==> src/assert_macros.svh <==
// Assertion macros shared by the RTL of the search block.
// Included by files that carry concurrent assertions.
`ifndef ASSERT_MACROS_SVH
`define ASSERT_MACROS_SVH
// Assert a property on the rising clock edge, disabled in reset.
`define ASSERT_CLK(lbl, clk, rstn, prop) \
  lbl: assert property (@(posedge clk) disable iff (!rstn) (prop)) else $error("%m failed");
// Assert that a signal carries no unknown bits out of reset.
`define ASSERT_KNOWN(lbl, clk, rstn, sig) \
  `ASSERT_CLK(lbl, clk, rstn, !$isunknown(sig))
`endif

==> src/dfst_pkg.sv <==
// Package for the depth-first search block: sizes, codes and shared types.
// No dependencies.
package dfst_pkg;
  localparam int MaxVertices = 16;
  localparam int MaxEdges    = 64;
  localparam int VW = 4;   // vertex index width
  localparam int TW = 6;   // time field width

  typedef enum logic [1:0] {
    OP_ADD   = 2'd0,
    OP_RUN   = 2'd1,
    OP_CLEAR = 2'd2,
    OP_NONE  = 2'd3
  } op_e;

  typedef enum logic [2:0] {
    ST_OK     = 3'd0,
    ST_FULL   = 3'd1,
    ST_RANGE  = 3'd2,
    ST_REPORT = 3'd3,
    ST_CLEAR  = 3'd4
  } status_e;
endpackage

==> src/dfst_edge_mem.sv <==
// Edge store memory: target and next pointer per edge, one write port and
// one registered read port. Depends on dfst_pkg.
module dfst_edge_mem #(
  parameter int MaxEdges = dfst_pkg::MaxEdges,
  parameter int EW = (MaxEdges > 1) ? $clog2(MaxEdges) : 1
) (
  input  logic                    clk_i,
  input  logic                    we_i,
  input  logic [EW-1:0]           waddr_i,
  input  logic [dfst_pkg::VW-1:0] wtarget_i,
  input  logic                    wnext_valid_i,
  input  logic [EW-1:0]           wnext_i,
  input  logic [EW-1:0]           raddr_i,
  output logic [dfst_pkg::VW-1:0] rtarget_o,
  output logic                    rnext_valid_o,
  output logic [EW-1:0]           rnext_o
);
  logic [dfst_pkg::VW+EW:0] mem [MaxEdges];
  logic [dfst_pkg::VW+EW:0] rd_q;

  // Write one entry and read one entry; the read data is registered
  always_ff @(posedge clk_i) begin
    if (we_i) mem[waddr_i] <= {wtarget_i, wnext_valid_i, wnext_i};
    rd_q <= mem[raddr_i];
  end

  assign rtarget_o     = rd_q[dfst_pkg::VW+EW:EW+1];
  assign rnext_valid_o = rd_q[EW];
  assign rnext_o       = rd_q[EW-1:0];
endmodule

==> src/depth_first_search_timestamps.sv <==
// Depth-first search with discovery/finish timestamps. Add-edge and clear
// items give one result each; an undefined operation gives none. A run item
// holds the input while a sequencer walks the graph: each edge visit steps
// through stack top, memory read and edge update, the read step set by the
// single registered read port of the edge memory; each vertex is scanned as a
// root and later finished, each search tree returns to the root scan, then
// each vertex is reported in two steps (load, advance), held while the output
// stalls. Depends on dfst_pkg, dfst_edge_mem and
// assert_macros.svh.
`include "assert_macros.svh"
module depth_first_search_timestamps #(
  parameter int MaxEdges    = dfst_pkg::MaxEdges
) (
  input  logic        clk_i,
  input  logic        rst_ni,
  input  logic        cfg_we_i,
  input  logic [4:0]  cfg_wdata_i,
  input  logic        s_axis_tvalid,
  output logic        s_axis_tready,
  // [3:0] source_vertex, [7:4] target_vertex
  input  logic [7:0]  s_axis_tdata,
  // [1:0] operation
  input  logic [1:0]  s_axis_tuser,
  output logic        m_axis_tvalid,
  input  logic        m_axis_tready,
  // [3:0] vertex_id, [9:4] discovery_time, [15:10] finish_time,
  // [19:16] parent_vertex, [20] has_parent
  output logic [23:0] m_axis_tdata,
  // [2:0] status
  output logic [2:0]  m_axis_tuser,
  output logic        m_axis_tlast
);
  localparam int MaxVertices = dfst_pkg::MaxVertices;
  localparam int VW = dfst_pkg::VW;
  localparam int TW = dfst_pkg::TW;
  localparam int EW = (MaxEdges > 1) ? $clog2(MaxEdges) : 1;
  localparam int CW = $clog2(MaxEdges+1);
  localparam int SW = $clog2(MaxVertices+1);

  typedef enum logic [6:0] {
    S_IDLE   = 7'b0000001,
    S_ROOT   = 7'b0000010,
    S_TOP    = 7'b0000100,
    S_WAIT   = 7'b0001000,
    S_EDGE   = 7'b0010000,
    S_REPORT = 7'b0100000,
    S_SEND   = 7'b1000000
  } state_e;

  state_e state_q, state_d;
  logic [4:0] vcnt_q;
  logic [SW-1:0] n_act;
  logic [EW-1:0] head_q [MaxVertices];
  logic [MaxVertices-1:0] head_v_q;
  logic [CW-1:0] stored_q;
  logic [MaxVertices-1:0] gray_q, black_q, pvalid_q;
  logic [VW-1:0] par_q [MaxVertices];
  logic [TW-1:0] disc_q [MaxVertices];
  logic [TW-1:0] fin_q [MaxVertices];
  logic [VW-1:0] stk_v_q [MaxVertices];
  logic [MaxVertices-1:0] stk_cv_q;
  logic [EW-1:0] stk_c_q [MaxVertices];
  logic [SW-1:0] sp_q;
  logic [TW-1:0] tick_q;
  logic [SW-1:0] root_q;
  logic [VW-1:0] rep_q;
  logic          out_v_q, out_last_q;
  logic [23:0]   out_q;
  logic [2:0]    out_st_q;

  logic [1:0] op;
  logic [VW-1:0] src, tgt;
  logic in_fire, out_free;
  logic [EW-1:0] raddr;
  logic [VW-1:0] rtgt;
  logic rnv;
  logic [EW-1:0] rnext;
  logic [SW-1:0] top;
  logic [VW-1:0] top_v;
  logic mem_we;
  logic [VW-1:0] root_v;

  assign op  = s_axis_tuser;
  assign src = s_axis_tdata[3:0];
  assign tgt = s_axis_tdata[7:4];
  assign n_act = (vcnt_q == 5'd0) ? SW'(1) :
                 ({1'b0, vcnt_q} > 6'(MaxVertices)) ? SW'(MaxVertices) : SW'(vcnt_q);
  assign out_free = !out_v_q || m_axis_tready;
  assign s_axis_tready = (state_q == S_IDLE) && out_free;
  assign in_fire = s_axis_tvalid && s_axis_tready;
  assign top = sp_q - SW'(1);
  assign top_v = stk_v_q[top[VW-1:0]];
  assign root_v = root_q[VW-1:0];
  assign raddr = stk_c_q[top[VW-1:0]];
  assign mem_we = in_fire && (op == dfst_pkg::OP_ADD) &&
                  ({1'b0, src} < 5'(n_act)) && ({1'b0, tgt} < 5'(n_act)) &&
                  (stored_q < CW'(MaxEdges));

  dfst_edge_mem #(.MaxEdges(MaxEdges), .EW(EW)) u_mem (
    .clk_i, .we_i(mem_we), .waddr_i(stored_q[EW-1:0]), .wtarget_i(tgt),
    .wnext_valid_i(head_v_q[src]), .wnext_i(head_q[src]),
    .raddr_i(raddr), .rtarget_o(rtgt), .rnext_valid_o(rnv), .rnext_o(rnext));

  // Sequencer next state
  always_comb begin
    state_d = state_q;
    unique case (state_q)
      S_IDLE:   if (in_fire && op == dfst_pkg::OP_RUN) state_d = S_ROOT;
      S_ROOT:   if (root_q >= n_act) state_d = S_REPORT;
                else if (!gray_q[root_v] && !black_q[root_v]) state_d = S_TOP;
      S_TOP:    if (sp_q == '0) state_d = S_ROOT;
                else if (stk_cv_q[top[VW-1:0]]) state_d = S_WAIT;
      S_WAIT:   state_d = S_EDGE;
      S_EDGE:   state_d = S_TOP;
      S_REPORT: if (out_free) state_d = S_SEND;
      S_SEND:   state_d = (rep_q == VW'(n_act - SW'(1))) ? S_IDLE : S_REPORT;
      default:  state_d = S_IDLE;
    endcase
  end

  // Control registers and search state
  always_ff @(posedge clk_i or negedge rst_ni) begin
    if (!rst_ni) begin
      state_q <= S_IDLE;
      vcnt_q <= 5'd16;
      head_v_q <= '0;
      stored_q <= '0;
      gray_q <= '0; black_q <= '0; pvalid_q <= '0;
      stk_cv_q <= '0;
      sp_q <= '0; tick_q <= '0; root_q <= '0; rep_q <= '0;
      out_v_q <= 1'b0; out_last_q <= 1'b0;
    end else begin
      state_q <= state_d;
      if (cfg_we_i) vcnt_q <= cfg_wdata_i;
      // Raise valid on a new result, drop it after the transfer
      if ((in_fire && (op == dfst_pkg::OP_ADD || op == dfst_pkg::OP_CLEAR)) ||
          (state_q == S_REPORT && out_free)) out_v_q <= 1'b1;
      else if (m_axis_tready) out_v_q <= 1'b0;
      // Single-result items and run setup
      if (in_fire) begin
        unique case (op)
          dfst_pkg::OP_ADD: begin
            out_last_q <= 1'b1;
            if (mem_we) begin
              head_v_q[src] <= 1'b1;
              stored_q <= stored_q + CW'(1);
            end
          end
          dfst_pkg::OP_CLEAR: begin
            out_last_q <= 1'b1;
            head_v_q <= '0; stored_q <= '0;
          end
          dfst_pkg::OP_RUN: begin
            gray_q <= '0; black_q <= '0; pvalid_q <= '0;
            tick_q <= '0; sp_q <= '0; root_q <= '0; rep_q <= '0;
          end
          default: ;
        endcase
      end
      // Walk
      if (state_q == S_ROOT) begin
        if (root_q < n_act) begin
          root_q <= root_q + SW'(1);
          if (!gray_q[root_v] && !black_q[root_v]) begin
            tick_q <= tick_q + TW'(1);
            gray_q[root_v] <= 1'b1;
            stk_cv_q[0] <= head_v_q[root_v];
            sp_q <= SW'(1);
          end
        end
      end
      if (state_q == S_TOP && sp_q != '0 && !stk_cv_q[top[VW-1:0]]) begin
        sp_q <= top;
        tick_q <= tick_q + TW'(1);
        black_q[top_v] <= 1'b1;
        gray_q[top_v] <= 1'b0;
      end
      if (state_q == S_EDGE) begin
        stk_cv_q[top[VW-1:0]] <= rnv;
        if ({1'b0, rtgt} < 5'(n_act) && !gray_q[rtgt] && !black_q[rtgt]) begin
          pvalid_q[rtgt] <= 1'b1;
          tick_q <= tick_q + TW'(1);
          gray_q[rtgt] <= 1'b1;
          if (sp_q < SW'(MaxVertices)) begin
            stk_cv_q[sp_q[VW-1:0]] <= head_v_q[rtgt];
            sp_q <= sp_q + SW'(1);
          end
        end
      end
      if (state_q == S_REPORT && out_free) begin
        out_last_q <= (rep_q == VW'(n_act - SW'(1)));
      end
      if (state_q == S_SEND) rep_q <= rep_q + VW'(1);
    end
  end

  // Payload registers
  always_ff @(posedge clk_i) begin
    if (mem_we) head_q[src] <= stored_q[EW-1:0];
    if (in_fire) begin
      unique case (op)
        dfst_pkg::OP_ADD: begin
          out_q <= '0;
          out_st_q <= mem_we ? dfst_pkg::ST_OK :
                      (({1'b0, src} >= 5'(n_act)) || ({1'b0, tgt} >= 5'(n_act)))
                      ? dfst_pkg::ST_RANGE : dfst_pkg::ST_FULL;
        end
        dfst_pkg::OP_CLEAR: begin
          out_q <= '0;
          out_st_q <= dfst_pkg::ST_CLEAR;
        end
        default: ;
      endcase
    end
    if (state_q == S_ROOT && root_q < n_act && !gray_q[root_v] && !black_q[root_v]) begin
      disc_q[root_v] <= tick_q + TW'(1);
      stk_v_q[0] <= root_v;
      stk_c_q[0] <= head_q[root_v];
    end
    if (state_q == S_TOP && sp_q != '0 && !stk_cv_q[top[VW-1:0]])
      fin_q[top_v] <= tick_q + TW'(1);
    if (state_q == S_EDGE) begin
      stk_c_q[top[VW-1:0]] <= rnext;
      if ({1'b0, rtgt} < 5'(n_act) && !gray_q[rtgt] && !black_q[rtgt]) begin
        par_q[rtgt] <= top_v;
        disc_q[rtgt] <= tick_q + TW'(1);
        if (sp_q < SW'(MaxVertices)) begin
          stk_v_q[sp_q[VW-1:0]] <= rtgt;
          stk_c_q[sp_q[VW-1:0]] <= head_q[rtgt];
        end
      end
    end
    if (state_q == S_REPORT && out_free) begin
      out_st_q <= dfst_pkg::ST_REPORT;
      out_q <= {3'd0, pvalid_q[rep_q], pvalid_q[rep_q] ? par_q[rep_q] : VW'(0),
                fin_q[rep_q], disc_q[rep_q], rep_q};
    end
  end

  assign m_axis_tvalid = out_v_q;
  assign m_axis_tdata  = out_q;
  assign m_axis_tuser  = out_st_q;
  assign m_axis_tlast  = out_last_q;

  `ASSERT_CLK(a_no_in_busy, clk_i, rst_ni, (state_q != S_IDLE) |-> !s_axis_tready)
  `ASSERT_CLK(a_sp_bound, clk_i, rst_ni, sp_q <= SW'(MaxVertices))
  `ASSERT_CLK(a_gray_black, clk_i, rst_ni, (gray_q & black_q) == '0)
  `ASSERT_KNOWN(a_tvalid_known, clk_i, rst_ni, m_axis_tvalid)
endmodule
==> config.mk <==
export PLATFORM = sky130hd
export DESIGN_NAME = depth_first_search_timestamps
export DESIGN_NICKNAME = d
export VERILOG_FILES = /design/src/dfst_pkg.sv /design/src/dfst_edge_mem.sv /design/src/depth_first_search_timestamps.sv
export VERILOG_INCLUDE_DIRS = /design/src /design/src/src
export SDC_FILE = /design/constraint.sdc
export NUM_CORES = 2
export LEC_CHECK = 0
export BUFFER_PORTS_ARGS = -buffer_cell sky130_fd_sc_hd__buf_2
export CORE_MARGIN = 2
export CORE_UTILIZATION = 29
export DETAILED_ROUTE_END_ITERATION = 10
export PLACE_DENSITY = 0.54
export SKIP_CTS_REPAIR_TIMING = 1
export SLEW_MARGIN = 20
export SYNTH_ARGS = -nofsm -noshare
export SYNTH_HDL_FRONTEND = slang
export SYNTH_SLANG_ARGS = --single-unit
==> constraint.sdc <==
create_clock -name clk_i -period 4.44 [get_ports clk_i]
set_input_delay 0.888 -clock clk_i [delete_from_list [all_inputs] [get_ports clk_i]]
set_output_delay 0.888 -clock clk_i [all_outputs]
set_load 0.005 [all_outputs]
==> key figures <==
Logic synthesis
  – Ranking of synthesized cells by area: edfxtp_1 (63%), mux4_2 (9.1%), mux2i_1 (5.2%)
  – Main synth FF type: edfxtp_1
  – FF+latch count, synth: about 1.4k
  – Mapped Area: 0.05891 sq mm
  – Yosys cell types: around 70
  – Synthesis Warnings: 0
  – Seq/Total Area, Yosys: 0.6867
  – Syn_area_per_cell: about 15 sq um
  – Largest area contributor in the netlist: edfxtp_1
  – Most common cell in the netlist: edfxtp_1
  – Post-synth EDFFs: about 1.2k
  – Synth async-reset ratio: 0.08819
  – Yosys top cell area share: 0.6305
  – Post-synthesis instance total: a little under 4k
  – Top cells by count, synth: edfxtp_1 (1237), nand2_1 (617), mux2i_1 (308)

Final layout
  – Fillers: about 19k
  – Layout cells sized above 1: 0.2075
  – Design Area, Final: between 0.06 and 0.07 sq mm
  – P&R area growth vs syn: 17.82%
  – Final Non-Filler Cells: a little under 7k
  – Final #Nets: around 4.2k

Clock tree
  – H-tree depth: 4
  – Clk buf depth: 3
  – CTS tree: built
  – CTS buffer count: around 150
  – Clock sinks: approximately 1.4k
  – Root Buffer: clkbuf_16
  – Clk slew on worst S/H paths: approximately 0.06 ns
  – Clk_lat worst skew: around 0.8 ns

Routing
  – DRC: 0
  – First-iteration detailed-routing DRC count: 3455
  – Drt total wl: between 150000 and 200000 um
  – Vias per cell: ~5
  – Via count: between 30k and 40k
  – WL/cell: between 20 and 25 um
  – Router iterations before antenna repair: 8
  – Final ANT Viol Nets: 0

Timing
  – Skew final: 0.05917 ns
  – RSZ-0062 raised after global routing: false
  – Max_slew headroom: 0.2190
  – Max Slew Vio Count: 0
  – Final setup fails: 0
  – Fin crit share: 0.9525
  – Fmax: 236.4 MHz
  – Worst Tran Pin Value: 1.159 ns
  – Setup TNS: 0 ns
  – Crit path time final: around 4.2 ns
  – Final hold vios: 0

Die
  – Die height: about 450 um
  – Row count: between 150 and 200
  – Die Area: between 0.2 and 0.25 sq mm
  – Initial Utilization: 0.2915
  – Core footprint: slightly above 0.2 sq mm
  – Number of I/O pins: 50
  – Die W: 454.7 um

Power
  – Total Power Consumption: approximately 55 mW
  – Pwr/cell area: a little under 800 mW/mm^2
  – Worst IR Drop VDD: 0.0006354 V
  – Leak: around 25 nW

Setup path
  – Worst setup SP type: register
  – R2r setup slk: about 0.21 ns
  – Worst setup EP type: register
  – Setup CP Type: reg -> reg
  – WP data arrival: 4.95 ns
  – Largest fanout on the critical path: 50
  – Required time of the critical path: 5.17 ns

Placement
  – Placed Instance Area: ~0.064 sq mm
  – Post-DP HPWL: roughly 110000 um
  – DP Cell Count: about 6.7k
  – PortBufs: 46
  – Gpl congestion: 0.8703

GRT
  – First-pass GRT wire length: between 200000 and 250000 um
  – GRT Total Usage: 0.1619
  – Initial antenna violation count: 7
  – Number of global-route vias before repair: 35.15k
  – Largest net degree at the start of global routing: between 70 and 80
  – Grt total ovfl: 0

Run
  – # Max-Cap Violations: 0

Outcome
  – Status: completed

Worst hold path
  – Hold Crit Class: in -> async
==> worst max-delay path, cell delays in order (launching register included) <==
cell and delay, ns:
dfrtp_4 0.49, inv_1 0.14, ha_1 0.37, xor2_1 0.48
mux2i_1 0.21, buf_4 0.18, mux2i_4 0.36, buf_12 0.31
buf_4 0.28, nand2_1 0.08, nand3_1 0.13, nand4_1 0.23
a31oi_1 0.48, o311ai_0 0.26, nand3_1 0.13
==> cell families after synthesis <==
kind of cell | after synthesis | synth area share
multiplexers | 562 | 0.1462
other | 1 | 0.00006365
XOR/XNOR | 17 | 0.002655
AND/OR/NAND/NOR | 1188 | 0.08792
buffers and inverters | 270 | 0.02022
flip-flops | 1372 | 0.6867
AO/OA/AOI/OAI | 428 | 0.04982
adder cells (fa/ha/maj) | 30 | 0.006371
==> sequential cells by signal (all words and copies together) (netlist names) <==
name and flops:
black_q 16, disc_q 96, fin_q 96, gray_q 16, head_q 96, head_v_q 16
m_axis_tdata 21, m_axis_tlast 1, m_axis_tuser 3, m_axis_tvalid 1, par_q 64, pvalid_q 16
rep_q 4, root_q 5, sp_q 5, state_q 7, stk_c_q 96, stk_cv_q 16
stk_v_q 64, stored_q 7, tick_q 6, u_mem.mem 704, u_mem.rd_q 11, vcnt_q 5
==> final cells by class <==
| type | count | area [sq um] | share of cell area |
|---|---|---|---|
| repair buffers | 365 | 2982 | 0.04295 |
| flip-flops and latches | 1372 | 40470 | 0.5830 |
| clock buffers | 200 | 4128 | 0.05947 |
| clock inverters | 86 | 1032 | 0.01487 |
| multi-input cells | 2228 | 17380 | 0.2504 |
| diodes | 5 | 12.51 | 0.0001803 |
| inverters | 18 | 67.56 | 0.0009734 |
| well taps | 2672 | 3343 | 0.04816 |
==> cell usage in the layout, fill, tap and decap left out, types with 37 or more instances in the layout <==
cell       count
a21oi_1       46
a31oi_1       76
and3_1        69
buf_2         45
buf_4        291
clkbuf_1      37
clkbuf_16    155
dfrtp_1      114
edfxtp_1    1237
mux2i_1      306
mux4_2       237
nand2_1      617
nand3_1      156
nor2_1       204
o21ai_0       70
==> worst paths after layout <==
check,startpoint,to,cells after the start
setup / recovery,sp_q[0]$_DFF_PN0_,u_mem.rd_q[5]$_DFF_P_,14
hold / removal,rst_ni,pvalid_q[3]$_DFF_PN0_,1
setup reg to reg,sp_q[0]$_DFF_PN0_,u_mem.rd_q[5]$_DFF_P_,14
hold reg to reg,m_axis_tuser[2]$_SDFFE_PP0P_,m_axis_tuser[2]$_SDFFE_PP0P_,2
max in group asynchronous,rst_ni,vcnt_q[4]$_DFFE_PN1P_,2
min in group clk_i,cfg_wdata_i[1],vcnt_q[1]$_DFFE_PN0P_,2
==> stage by stage <==
stage | hold slack (ns) | util | worst slack (ns)
floorplan | 0.4444 | - | -0.03103
global placement | 0.4447 | 0.3178 | 0.03204
detailed placement | 0.4441 | 0.3178 | -0.04772
CTS | 0.1249 | 0.3433 | 0.1037
global route | 0.1885 | 0.3434 | 0.02601
finish | 0.1644 | 0.3434 | 0.2107
==> layer usage <==
layer | track usage | vias up | share of wire
met3 | 0.02709 | 262 | 0.058
met1 | 0.2172 | 18150 | 0.43
met5 | 0 | - | 0.00012
li1 | - | 15490 | -
met2 | 0.2641 | 1167 | 0.48
met4 | 0.05800 | 2 | 0.032
==> report_power, final <==
part	internal, mW	leakage, nW	switching [mW]
registers	15.4	13.0	0.664
clock network	7.56	2.49	5.38
logic	9.28	9.41	16.8
total	32.2	24.9	22.8
Power figures use the tool's default switching activity.
